[src/design/lcs_pkg.sv]
// Shared constants and types for the largest checkerboard square block.
// No dependencies; used by lcs_front, lcs_back and the top module.
`default_nettype none
package lcs_pkg;

  localparam int MAX_SIDE_DEF = 64;
  localparam int SIDE_W       = 7;
  localparam int POS_W        = 6;
  localparam int IN_TDATA_W   = 8;
  localparam int OUT_TDATA_W  = 32;
  localparam int LB_W         = SIDE_W + 1;

  localparam logic [SIDE_W-1:0] SIDE_RESET = 7'd5;
  localparam logic [SIDE_W-1:0] SIDE_ONE   = 7'd1;
  localparam logic [SIDE_W-1:0] SIDE_SAT   = 7'd127;

  typedef struct packed {
    logic cur;
    logic last;
  } flags_t;

  localparam int FLAGS_W = $bits(flags_t);

endpackage
`default_nettype wire

[src/design/lcs_ram.sv]
// Generic single-write, single-read RAM with registered read data.
// No dependencies.
`default_nettype none
module lcs_ram #(
  parameter int WIDTH = 8,
  parameter int DEPTH = 64
) (
  input  wire logic                     clk,
  input  wire logic                     we,
  input  wire logic [$clog2(DEPTH)-1:0] waddr,
  input  wire logic [WIDTH-1:0]         wdata,
  input  wire logic                     re,
  input  wire logic [$clog2(DEPTH)-1:0] raddr,
  output logic      [WIDTH-1:0]         rdata
);

  logic [WIDTH-1:0] mem [DEPTH];

  always_ff @(posedge clk) begin
    if (we) begin
      mem[waddr] <= wdata;
    end
    if (re) begin
      rdata <= mem[raddr];
    end
  end

endmodule
`default_nettype wire

[src/design/lcs_queue.sv]
// Two-entry queue between the front and back parts.
// No package dependency.
`default_nettype none
module lcs_queue #(
  parameter int WIDTH = 16
) (
  input  wire logic             clk,
  input  wire logic             rst_n,
  input  wire logic             push,
  input  wire logic [WIDTH-1:0] push_data,
  output logic                  full,
  input  wire logic             pop,
  output logic      [WIDTH-1:0] head,
  output logic                  empty
);

  logic [WIDTH-1:0] ent_r [2];
  logic             wr_ptr_r, rd_ptr_r;
  logic [1:0]       cnt_r, cnt_nxt;

  assign full  = (cnt_r == 2'd2);
  assign empty = (cnt_r == 2'd0);
  assign head  = ent_r[rd_ptr_r];

  always_comb begin
    cnt_nxt = cnt_r;
    if (push && !pop) begin
      cnt_nxt = cnt_r + 2'd1;
    end else if (pop && !push) begin
      cnt_nxt = cnt_r - 2'd1;
    end
  end

  always_ff @(posedge clk) begin
    if (!rst_n) begin
      wr_ptr_r <= 1'b0;
      rd_ptr_r <= 1'b0;
      cnt_r    <= 2'd0;
    end else begin
      cnt_r <= cnt_nxt;
      if (push) begin
        wr_ptr_r <= ~wr_ptr_r;
      end
      if (pop) begin
        rd_ptr_r <= ~rd_ptr_r;
      end
    end
  end

  always_ff @(posedge clk) begin
    if (push) begin
      ent_r[wr_ptr_r] <= push_data;
    end
  end

endmodule
`default_nettype wire

[src/design/lcs_front.sv]
// Front part: accepts cell beats, holds the side register and the raster
// position counters, and tags each beat with its row, column and end flag.
// Depends on lcs_pkg.
`default_nettype none
module lcs_front #(
  parameter int MAX_SIDE = lcs_pkg::MAX_SIDE_DEF
) (
  input  wire logic                          clk,
  input  wire logic                          rst_n,
  input  wire logic                          cfg_wr_en,
  input  wire logic [lcs_pkg::SIDE_W-1:0]    cfg_wr_data,
  input  wire logic                          accept,
  input  wire logic                          cell_bit,
  input  wire logic                          first,
  output logic [lcs_pkg::FLAGS_W+2*$clog2(MAX_SIDE)-1:0] entry
);

  localparam int CW = $clog2(MAX_SIDE);
  localparam int EW = (CW + 1 > lcs_pkg::SIDE_W) ? CW + 1 : lcs_pkg::SIDE_W;

  logic [lcs_pkg::SIDE_W-1:0] side_r;
  logic [CW-1:0]              row_r, col_r, row_nxt, col_nxt;
  logic [CW-1:0]              r, c;
  logic [EW-1:0]              side_e, n, c_inc, r_inc;
  logic                       last_col, last;
  lcs_pkg::flags_t            flags;

  always_comb begin
    side_e = EW'(side_r);
    n = side_e;
    if (side_r == '0) begin
      n = EW'(1);
    end else if (side_e > EW'(MAX_SIDE)) begin
      n = EW'(MAX_SIDE);
    end
    r        = first ? '0 : row_r;
    c        = first ? '0 : col_r;
    c_inc    = EW'(c) + EW'(1);
    r_inc    = EW'(r) + EW'(1);
    last_col = (c_inc >= n);
    last     = last_col && (r_inc >= n);
    row_nxt  = row_r;
    col_nxt  = c + CW'(1);
    if (last_col) begin
      col_nxt = '0;
      row_nxt = last ? '0 : r + CW'(1);
    end else begin
      row_nxt = r;
    end
    flags.cur  = cell_bit;
    flags.last = last;
    entry      = {flags, r, c};
  end

  always_ff @(posedge clk) begin
    if (!rst_n) begin
      side_r <= lcs_pkg::SIDE_RESET;
      row_r  <= '0;
      col_r  <= '0;
    end else begin
      if (cfg_wr_en) begin
        side_r <= cfg_wr_data;
      end
      if (accept) begin
        row_r <= row_nxt;
        col_r <= col_nxt;
      end
    end
  end

endmodule
`default_nettype wire

[src/design/lcs_back.sv]
// Back part: reads the line buffer, runs the checkerboard recurrence and
// best tracking, and holds the result beat in the output register.
// Depends on lcs_pkg and lcs_ram.
`default_nettype none
module lcs_back #(
  parameter int MAX_SIDE = lcs_pkg::MAX_SIDE_DEF
) (
  input  wire logic                          clk,
  input  wire logic                          rst_n,
  input  wire logic                          q_empty,
  input  wire logic [lcs_pkg::FLAGS_W+2*$clog2(MAX_SIDE)-1:0] q_head,
  output logic                               q_pop,
  output logic                               out_valid,
  input  wire logic                          out_ready,
  output logic [lcs_pkg::SIDE_W-1:0]         o_square,
  output logic [lcs_pkg::SIDE_W-1:0]         o_best,
  output logic [lcs_pkg::POS_W-1:0]          o_row,
  output logic [lcs_pkg::POS_W-1:0]          o_col,
  output logic                               o_last
);

  localparam int CW = $clog2(MAX_SIDE);
  localparam int SW = lcs_pkg::SIDE_W;

  // work stage
  logic            b_valid_r;
  lcs_pkg::flags_t b_flags_r;
  logic [CW-1:0]   b_r_r, b_c_r;
  logic            fwd_r;
  logic [SW:0]     fwd_data_r;
  // neighbours and best
  logic            left_bit_r, ul_bit_r;
  logic [SW-1:0]   left_side_r, ul_side_r;
  logic [SW-1:0]   best_side_r;
  logic [CW-1:0]   best_r_r, best_c_r;
  logic [SW-1:0]   best_side_nxt;
  logic [CW-1:0]   best_r_nxt, best_c_nxt;
  // output register
  logic            out_valid_r;
  logic [SW-1:0]   o_square_r, o_best_r;
  logic [lcs_pkg::POS_W-1:0] o_row_r, o_col_r;
  logic            o_last_r;

  logic            out_free, b_adv;
  logic [CW-1:0]   q_c;
  logic [SW:0]     ram_rdata, up;
  logic            up_bit;
  logic [SW-1:0]   up_side, m1, mn, res;
  logic [SW:0]     sum;
  logic            corner, edge_cell, chk;
  logic [CW+lcs_pkg::POS_W-1:0] row_ext, col_ext;

  assign out_free = !out_valid_r || out_ready;
  assign b_adv    = b_valid_r && out_free;
  assign q_pop    = !q_empty && (!b_valid_r || b_adv);
  assign q_c      = q_head[CW-1:0];

  lcs_ram #(
    .WIDTH (lcs_pkg::LB_W),
    .DEPTH (MAX_SIDE)
  ) u_line (
    .clk   (clk),
    .we    (b_adv),
    .waddr (b_c_r),
    .wdata ({b_flags_r.cur, res}),
    .re    (q_pop),
    .raddr (q_c),
    .rdata (ram_rdata)
  );

  always_comb begin
    up        = fwd_r ? fwd_data_r : ram_rdata;
    up_bit    = up[SW];
    up_side   = up[SW-1:0];
    m1        = (ul_side_r < up_side) ? ul_side_r : up_side;
    mn        = (m1 < left_side_r) ? m1 : left_side_r;
    sum       = {1'b0, mn} + {{SW{1'b0}}, 1'b1};
    edge_cell = (b_r_r == '0) || (b_c_r == '0);
    corner    = (b_r_r == '0) && (b_c_r == '0);
    chk       = (b_flags_r.cur == ul_bit_r) && (up_bit == left_bit_r) &&
                (b_flags_r.cur != up_bit);
    res       = lcs_pkg::SIDE_ONE;
    if (!edge_cell && chk) begin
      res = sum[SW] ? lcs_pkg::SIDE_SAT : sum[SW-1:0];
    end
    best_side_nxt = best_side_r;
    best_r_nxt    = best_r_r;
    best_c_nxt    = best_c_r;
    if (corner) begin
      best_side_nxt = lcs_pkg::SIDE_ONE;
      best_r_nxt    = '0;
      best_c_nxt    = '0;
    end else if (res > best_side_r) begin
      best_side_nxt = res;
      best_r_nxt    = b_r_r;
      best_c_nxt    = b_c_r;
    end
    row_ext = {{lcs_pkg::POS_W{1'b0}}, best_r_nxt};
    col_ext = {{lcs_pkg::POS_W{1'b0}}, best_c_nxt};
  end

  always_ff @(posedge clk) begin
    if (!rst_n) begin
      b_valid_r   <= 1'b0;
      fwd_r       <= 1'b0;
      left_bit_r  <= 1'b0;
      left_side_r <= lcs_pkg::SIDE_ONE;
      ul_bit_r    <= 1'b0;
      ul_side_r   <= lcs_pkg::SIDE_ONE;
      best_side_r <= lcs_pkg::SIDE_ONE;
      best_r_r    <= '0;
      best_c_r    <= '0;
      out_valid_r <= 1'b0;
    end else begin
      if (q_pop) begin
        b_valid_r <= 1'b1;
        fwd_r     <= b_adv && (q_c == b_c_r);
      end else if (b_adv) begin
        b_valid_r <= 1'b0;
      end
      if (b_adv) begin
        ul_bit_r    <= up_bit;
        ul_side_r   <= up_side;
        left_bit_r  <= b_flags_r.cur;
        left_side_r <= res;
        best_side_r <= best_side_nxt;
        best_r_r    <= best_r_nxt;
        best_c_r    <= best_c_nxt;
        out_valid_r <= 1'b1;
      end else if (out_ready) begin
        out_valid_r <= 1'b0;
      end
    end
  end

  always_ff @(posedge clk) begin
    if (q_pop) begin
      b_flags_r  <= lcs_pkg::flags_t'(q_head[2*CW +: lcs_pkg::FLAGS_W]);
      b_r_r      <= q_head[CW +: CW];
      b_c_r      <= q_c;
      fwd_data_r <= {b_flags_r.cur, res};
    end
    if (b_adv) begin
      o_square_r <= res;
      o_best_r   <= best_side_nxt;
      o_row_r    <= row_ext[lcs_pkg::POS_W-1:0];
      o_col_r    <= col_ext[lcs_pkg::POS_W-1:0];
      o_last_r   <= b_flags_r.last;
    end
  end

  assign out_valid = out_valid_r;
  assign o_square  = o_square_r;
  assign o_best    = o_best_r;
  assign o_row     = o_row_r;
  assign o_col     = o_col_r;
  assign o_last    = o_last_r;

endmodule
`default_nettype wire

[src/design/largest_checkerboard_square.sv]
// Largest checkerboard square: one result beat per input beat, one beat per
// cycle sustained while out_tready stays high. An accepted cell passes
// through the queue, the work stage with its line-buffer read, and the
// output register before its result is valid. Reset clears the position
// counters, the neighbour and best registers and sets side to 5; the line
// buffer is not cleared. Depends on lcs_pkg, lcs_front, lcs_queue, lcs_back, lcs_ram.
`default_nettype none
module largest_checkerboard_square #(
  parameter int MAX_SIDE = lcs_pkg::MAX_SIDE_DEF
) (
  input  wire logic                           clk,
  input  wire logic                           rst_n,
  input  wire logic                           cfg_wr_en,
  input  wire logic [lcs_pkg::SIDE_W-1:0]     cfg_wr_data,   // side
  input  wire logic                           in_tvalid,
  output logic                                in_tready,
  input  wire logic [lcs_pkg::IN_TDATA_W-1:0] in_tdata,      // [0] cell_req
  input  wire logic                           in_tuser,      // first_of_matrix
  output logic                                out_tvalid,
  input  wire logic                           out_tready,
  // [6:0] square_side, [13:7] best_size, [19:14] best_row, [25:20] best_col
  output logic [lcs_pkg::OUT_TDATA_W-1:0]     out_tdata,
  output logic                                out_tlast      // last_cell
);

  localparam int CW = $clog2(MAX_SIDE);
  localparam int QW = lcs_pkg::FLAGS_W + 2 * CW;

  logic          accept, q_full, q_empty, q_pop;
  logic [QW-1:0] entry, q_head;
  logic [lcs_pkg::SIDE_W-1:0] o_square, o_best;
  logic [lcs_pkg::POS_W-1:0]  o_row, o_col;

  assign in_tready = !q_full;
  assign accept    = in_tvalid && !q_full;

  lcs_front #(.MAX_SIDE(MAX_SIDE)) u_front (
    .clk         (clk),
    .rst_n       (rst_n),
    .cfg_wr_en   (cfg_wr_en),
    .cfg_wr_data (cfg_wr_data),
    .accept      (accept),
    .cell_bit    (in_tdata[0]),
    .first       (in_tuser),
    .entry       (entry)
  );

  lcs_queue #(.WIDTH(QW)) u_queue (
    .clk       (clk),
    .rst_n     (rst_n),
    .push      (accept),
    .push_data (entry),
    .full      (q_full),
    .pop       (q_pop),
    .head      (q_head),
    .empty     (q_empty)
  );

  lcs_back #(.MAX_SIDE(MAX_SIDE)) u_back (
    .clk       (clk),
    .rst_n     (rst_n),
    .q_empty   (q_empty),
    .q_head    (q_head),
    .q_pop     (q_pop),
    .out_valid (out_tvalid),
    .out_ready (out_tready),
    .o_square  (o_square),
    .o_best    (o_best),
    .o_row     (o_row),
    .o_col     (o_col),
    .o_last    (out_tlast)
  );

  assign out_tdata = {6'd0, o_col, o_row, o_best, o_square};

endmodule
`default_nettype wire
[config.mk]
export PLATFORM = sky130hd
export DESIGN_NAME = largest_checkerboard_square
export DESIGN_NICKNAME = d
export VERILOG_FILES = /design/src/design/lcs_pkg.sv /design/src/design/lcs_ram.sv /design/src/design/lcs_queue.sv /design/src/design/lcs_front.sv /design/src/design/lcs_back.sv /design/src/design/largest_checkerboard_square.sv
export SDC_FILE = /design/constraint.sdc
export NUM_CORES = 1
export LEC_CHECK = 0
export ABC_AREA = 1
export BUFFER_PORTS_ARGS = -buffer_cell sky130_fd_sc_hd__clkbuf_2
export CAP_MARGIN = 25
export CORE_MARGIN = 2
export CORE_UTILIZATION = 34
export CTS_CLUSTER_DIAMETER = 150
export DETAILED_ROUTE_END_ITERATION = 8
export PLACE_DENSITY = 0.55
export SYNTH_ARGS = -nofsm -noshare
export SYNTH_HDL_FRONTEND = slang
export SYNTH_SLANG_ARGS = --single-unit
[constraint.sdc]
create_clock -name clk -period 5.6 [get_ports clk]
set_clock_uncertainty 0.2 [all_clocks]
set_input_delay 0.28 -clock clk [delete_from_list [all_inputs] [get_ports clk]]
set_output_delay 0.28 -clock clk [all_outputs]
set_load 0.01 [all_outputs]
# Word-level counts from Yosys, hierarchy flattened
# Memory sizes are Yosys's and may differ from the RTL's. A register that Yosys moved wholly into a read port is not among the register bits.
# Index checks and enable logic that the tools add are counted.
[totals]
inputBits = 21
mem_bits_rw = 540
output_inout_bits = 35
memories = 2
reg_bits = 110
[memory_table]
columns = ["memory", "depth", "word_bits", "rd", "rd_clocked_by_memory_dff", "write_ports", "line_no", "source"]
rows = [
  ["u_back.u_line.mem", 64, 8, 1, 1, 1, "lcs_ram.sv:17", "logic [WIDTH-1:0] mem [DEPTH];"],
  ["u_queue.ent_r", 2, 14, 1, 1, 1, "lcs_queue.sv:17", "logic [WIDTH-1:0] ent_r [2];"],
]
[classes]
n_reduce_logical = 28
add_sub_neg = 7
mux = 30
order_cmp = 6
n_bitwise = 2
n_eq_ne = 5
[ops]
columns = ["operator", "n"]
rows = [
  ["$mux 7", 8],
  ["$mux 6", 9],
  ["$add 6x1->7 const B", 2],
  ["$ge 7x7->1", 2],
  ["$lt 7x7->1", 2],
  ["$add 6x1->6 const B", 2],
  ["$logic_not 6->1", 2],
  ["$logic_and 1x1->1", 11],
  ["$mux 1", 10],
  ["$add 7x1->8 const B", 1],
  ["$mux 8", 1],
  ["$gt 7x7->1", 1],
  ["$gt 7x7->1 const B", 1],
  ["$logic_not 1->1", 7],
  ["$logic_not 7->1", 1],
  ["$eq 6x6->1", 1],
  ["$reduce_bool 2->1", 3],
  ["$mux 2", 2],
  ["$logic_or 1x1->1", 3],
  ["$add 2x1->2 const B", 1],
  ["$eq 1x1->1", 2],
  ["$eq 2x2->1 const B", 1],
  ["$logic_not 2->1", 1],
  ["$not 1->1", 2],
  ["2 further kinds", 2],
]

# Depth between registers and ports, before layout
[logic_depth]
depth_word = 11
mapped_depth = 42
ltp_nobuf = 40

# Hierarchy
# From an unflattened synthesis, not the netlist that was laid out.
[unflattened]
cells_unflattened = 2615
hier_area_um2 = 28710.0
[modules_own_cells]
columns = ["mod", "cells_each", "area_each_um2", "n_inst"]
rows = [
  ["lcs_ram", 1805, 21419.3, 1],
  ["lcs_back", 495, 4501.8, 1],
  ["lcs_front", 227, 1488.9, 1],
  ["lcs_queue", 78, 1237.4, 1],
  ["largest_checkerboard_square", 10, 62.6, 1],
]

# Least setup slack after synthesis
# Ideal clock, no wire load.
[synth_timing]
path_kind = "reg2reg"
from = "register u_back.fwd_r"
to = "register u_back.o_row_r, in the netlist u_back.o_row[2] (data pin)"
arrival_ns = 5.607
n_path_buf = 3
path_stages_with_launch = 38
setup_slack_ns = -0.459
required_ns = 5.148
cell_sequence = "dfxtp_1 -> buf_6 -> inv_6 -> or2_2 -> o21ai_0 -> ha_1 -> nand2_1 -> inv_1 -> nor2_1 -> o21a_1 -> nand2_4 -> buf_6 -> o21ai_1 -> ha_1 -> nand2_1 -> nor2_1 -> a211oi_4 -> nand2_4 -> (+2 left out) -> ha_1 -> nand3_2 -> nor2_4 -> o21ai_0 -> nand2_1 -> inv_1 -> ha_1 -> nand2_1 -> inv_1 -> a221oi_1 -> nand2_1 -> nand2_1 -> nand2_4 -> nand2_4 -> buf_6 -> nand2_2 -> nand3_2 -> inv_1"
[synth_between]
elab_chain_cells = 11
[synth_rtl]
columns = ["element", "line_no", "source"]
rows = [
  ["start: declaration", "lcs_back.sv:29", "logic fwd_r;"],
  ["start signal: assignment", "lcs_back.sv:117", "fwd_r <= b_adv && (q_c == b_c_r);"],
  ["$mux 8 (*)", "lcs_back.sv:72", "up = fwd_r ? fwd_data_r : ram_rdata;"],
  ["$lt 7x7->1", "lcs_back.sv:75", "m1 = (ul_side_r < up_side) ? ul_side_r : up_side;"],
  ["$mux 7", "lcs_back.sv:75", ""],
  ["$lt 7x7->1", "lcs_back.sv:76", "mn = (m1 < left_side_r) ? m1 : left_side_r;"],
  ["$mux 7", "lcs_back.sv:76", ""],
  ["$add 7x1->8", "lcs_back.sv:77", "sum = {1'b0, mn} + {{SW{1'b0}}, 1'b1};"],
  ["$mux 7", "lcs_back.sv:84", "res = sum[SW] ? lcs_pkg::SIDE_SAT : sum[SW-1:0];"],
  ["$mux 7 (*)", "lcs_back.sv:83", "if (!edge_cell && chk) begin"],
  ["net u_back.res[4]", "lcs_back.sv:48", "logic [SW-1:0] up_side, m1, mn, res;"],
  ["$gt 7x7->1 (*)", "lcs_back.sv:93", "end else if (res > best_side_r) begin"],
  ["$mux 6 (*)", "lcs_back.sv:93", ""],
  ["$mux 6 (*)", "lcs_back.sv:89", "if (corner) begin"],
  ["net u_back.best_r_nxt[2]", "lcs_back.sv:37", "logic [CW-1:0] best_r_nxt, best_c_nxt;"],
  ["end signal: assignment", "lcs_back.sv:146", "o_row_r <= row_ext[lcs_pkg::POS_W-1:0];"],
  ["end: declaration", "lcs_back.sv:41", "logic [lcs_pkg::POS_W-1:0] o_row_r, o_col_r;"],
]
# Mark *: on every way through the listed nets, which the timed path passes. The rest lies on a longest branch.
# A chain may end at the register's enable or synchronous reset.

# Worst setup path in the final report
[layout_timing]
from = "register u_back.fwd_r"
to = "register u_back.o_best_r[0], in the netlist u_back.o_best[0] (data pin)"
[layout_between]
elab_chain_cells = 11
[layout_rtl]
columns = ["element", "line_no", "source"]
rows = [
  ["$mux 8 (*)", "lcs_back.sv:72", ""],
  ["$lt 7x7->1", "lcs_back.sv:75", ""],
  ["$mux 7", "lcs_back.sv:75", ""],
  ["$lt 7x7->1", "lcs_back.sv:76", ""],
  ["$mux 7", "lcs_back.sv:76", ""],
  ["$add 7x1->8", "lcs_back.sv:77", ""],
  ["$mux 7", "lcs_back.sv:84", ""],
  ["$mux 7 (*)", "lcs_back.sv:83", ""],
  ["net u_back.res[5]", "lcs_back.sv:48", ""],
  ["$gt 7x7->1 (*)", "lcs_back.sv:93", ""],
  ["$mux 7 (*)", "lcs_back.sv:93", ""],
  ["$mux 7 (*)", "lcs_back.sv:89", ""],
  ["net u_back.best_side_nxt[0]", "lcs_back.sv:36", "logic [SW-1:0] best_side_nxt;"],
  ["end signal: assignment", "lcs_back.sv:145", "o_best_r <= best_side_nxt;"],
  ["end: declaration", "lcs_back.sv:40", "logic [SW-1:0] o_square_r, o_best_r;"],
]
# Marked as above.

==> qor.yml <==
run_status:
  status: "complete, no violations"
worst_setup_path:
  end_kind: "register"
  reg2reg_depth: 34
  crit_arrival_ps: 5440
  criticalPathCategory: "register to register"
  cp_slowest_stage_delay_ps: 410
  reg2reg_slack_ps: 270
  startpoint_type: "register"
  worstPathMaxFanout: 7
  reg2reg_from: "u_back.fwd_r$_SDFFE_PN0P_"
  timing.critical_path.from: "u_back.fwd_r$_SDFFE_PN0P_"
  cpMaxStageDelayCell: "dfxtp_4"
  setup.worst_path.end: "u_back.o_best[0]$_DFFE_PP_"
  worst_r2r_endpoint: "u_back.o_best[0]$_DFFE_PP_"
  critPathRequiredTime_ps: 5710
sta:
  setup_ws_ps: 273.6
  maxSlewHeadroom_pct: 29.25
  post-route-period-util_pct: 95.11
  worst_max_slew_pin_slew_ps: 1058
  maximum_operating_frequency_mhz: 187.7
  setup_viol_count_final: 0
  timing_hold_violations_final: 0
  fin_hold_ws_ps: 71.98
  slew_viol_final: 0
  fin_crit_ps: 5326
route:
  dr.pass1.iters: 5
  final_wirelength_um: 69830
  route.detailed.drc: 0
  wire_per_inst_um: 20.28
  drt_first_iter_violations: 1543
  routed_via_density: 5.264
  antenna_left: 0
  dr_total_vias: 18130
floorplan:
  die_x_um: 288.0
  die_y_um: 288.0
  core_mm2: 0.08016
  rows: 104
  initial_core_util_pct: 34.22
  die_area_mm2: 0.08296
  top_level_ports: 56
global_routing:
  via_count_of_the_first_global_routing_pass: 17690
  grt.overflow.total: 0
  grt_first_pass_wirelength_um: 105300
  antenna_found_initial: 0
  largest_net_degree_at_the_start_of_global_routing: 159
  grtUsageTotal_pct: 16.51
flow_run:
  count_of_maximum_capacitance_violations: 0
place:
  port_buffers: 42
  place.gp.congestion: 0.8367
  dp_hpwl_um: 39310
  place_worst_setup_slack_ps: -94.29
  placed_cells: 3273
layout:
  area_growth_pct: 15.42
  drive_gt1_share_pct: 13.51
  stdcell_count: 3443
  multi_input_comb_area_mm2: 0.007511
  num-nets-final: 2387
  fillCellCount: 7552
  ff_latch_area_mm2: 0.01917
  insertedDiodeCount: 0
logic_synthesis:
  avgSynthCellArea_um2: 12.07
  yosys_register_bits: 659
  syn_inst: 2272
  synth.yosys.warnings: 0
  post_synth_instance_area_mm2: 0.02743
  register_area_share_after_synthesis_pct: 69.89
  synthDistinctLibCells: 47
clock_network:
  max-clock-path-buffers: 3
  cts_max_level: 3
  cts-buffers-inserted: 68
  clock_latency_reported_for_the_late_side_of_the_worst_skew_pair_ps: 600
  clkSinkCount: 659
  path_clk_slew_ps: 60
  clock_tree.root_cell: "clkbuf_16"
  tritoncts: "built"
hold_path:
  hold_class: "primary input to register"
==> kinds of logic after synthesis <==
kind of cell | synth area share (%)
AND/OR/NAND/NOR | 10.87
buffers and inverters | 3.941
AO/OA/AOI/OAI | 13.35
XOR/XNOR | 0.2235
other | 0.01367
adder cells (fa/ha/maj) | 1.642
flip-flops | 69.89
multiplexers | 0.07299
==> worst max-delay path, delay by kind of cell, from the launching register on <==
family	cells	cell delay, ps
flip-flops	1	410
buffers and inverters	7	710
AO/OA/AOI/OAI	6	970
adder cells (fa/ha/maj)	3	910
AND/OR/NAND/NOR	18	1840
==> state kept, by name (all words and copies together), names as in the netlist, 2 cells and up, named ones only <==
name / count
u_queue.ent_r: 28
u_back.fwd_data_r: 8
u_front.col_r: 6
u_back.b_c_r: 6
u_back.b_flags_r: 2
u_back.o_square: 7
u_back.best_c_r: 6
u_back.o_col: 6
u_queue.cnt_r: 2
u_back.u_line.rdata: 8
u_back.ul_side_r: 7
u_back.left_side_r: 7
u_back.o_row: 6
u_back.best_r_r: 6
u_back.best_side_r: 7
u_front.side_e: 7
u_front.row_r: 6
u_back.u_line.mem: 512
u_back.b_r_r: 6
u_back.o_best: 7
==> routing by layer <==
| metal | vias to the layer above | share of wire [%] | GRT usage [%] |
|---|---|---|---|
| li1 | 8438 | - | - |
| met3 | 115 | 5.7 | 2.227 |
| met1 | 9013 | 43 | 21.93 |
| met2 | 559 | 49 | 27.81 |
| met5 | - | 0 | 0 |
| met4 | 0 | 2.5 | 5.570 |
==> synthesized netlist by cell type (all sizes together) <==
library cell	count	area [um^2]
and2	2	12.51
nand4	11	68.82
a31oi	1	6.260
or2	10	62.56
nand2	163	719.4
o21ai	329	1650
a32oi	1	8.760
o211ai	69	518.0
a21oi	70	391.6
ha	36	450.4
a211oi	3	35.03
a221oi	1	8.760
nor4	3	18.77
o21a	2	15.01
nor3	5	25.02
clkbuf	125	469.2
a31o	1	8.760
buf	16	115.1
inv	125	474.2
o22ai	66	412.9
o221ai	64	560.5
mux2i	2	20.02
edfxtp	597	17930
o21bai	3	22.52
nor2	372	1406
xor2	4	35.03
a21boi	1	7.510
conb	1	3.750
nand3	116	668.1
dfxtp	62	1241
xnor2	3	26.28
clkinv	6	22.52
a22oi	2	15.01
==> layout by cell type, fill, tap and decap left out, drive strengths merged, types with 7 or more instances in the layout <==
cell / n
a21oi: 70
buf: 53
clkbuf: 127
clkinv: 33
clkinvlp: 7
dfxtp: 62
dlygate4sd3: 24
edfxtp: 597
ha: 36
inv: 125
nand2: 167
nand3: 116
nand4: 11
nor2: 372
o211ai: 69
o21ai: 329
o221ai: 64
o22ai: 66
or2: 10
==> timing repair <==
action	in CTS	in global routing
buffers inserted	0	17
setup endpoints to repair	21	36
gates resized for setup	1	36
hold endpoints to repair	18	0
hold buffers	24	0
gates cloned	0	6
pin swaps	1	17
==> worst min-delay path by stage <==
stage / from / endpoint / cells past startpoint
finish: rst_n / u_back.best_c_r[3]$_SDFFE_PN0P_ / 4
global route: rst_n / u_back.left_side_r[3]$_SDFFE_PN0P_ / 4
CTS: rst_n / u_back.best_side_r[6]$_SDFFE_PN0P_ / 4
detailed placement: u_back.b_flags_r[0]$_DFFE_PP_ / u_back.o_last$_DFFE_PP_ / 0
global placement: u_back.b_flags_r[0]$_DFFE_PP_ / u_back.o_last$_DFFE_PP_ / 0
floorplan: in_tdata[0] / u_queue.ent_r[0][13]$_DFFE_PP_ / 0
==> final cells by class <==
class	count	area share, %
Sequential cell	659	60.56
Multi-Input combinational cell	1350	23.73
Clock buffer	84	5.794
Tap cell	1060	4.190
Timing Repair Buffer	120	3.020
Inverter	131	1.636
Clock inverter	39	1.071
==> metrics by stage <==
stage          cell area [um^2]  util [%]  TNS [ps]
6_report                  31660     39.49         0
3_3_place_gp              28880     36.02         0
4_1_cts                   31310     39.06         0
2_1_floorplan             27580         -     -1140
3_5_place_dp              28890     36.05     -1055
5_1_grt                   31660     39.49    -176.4
Power is left out: the tool's default activity adds up to more than one toggle a clock period on the data nets, which glitch-free logic cannot reach.
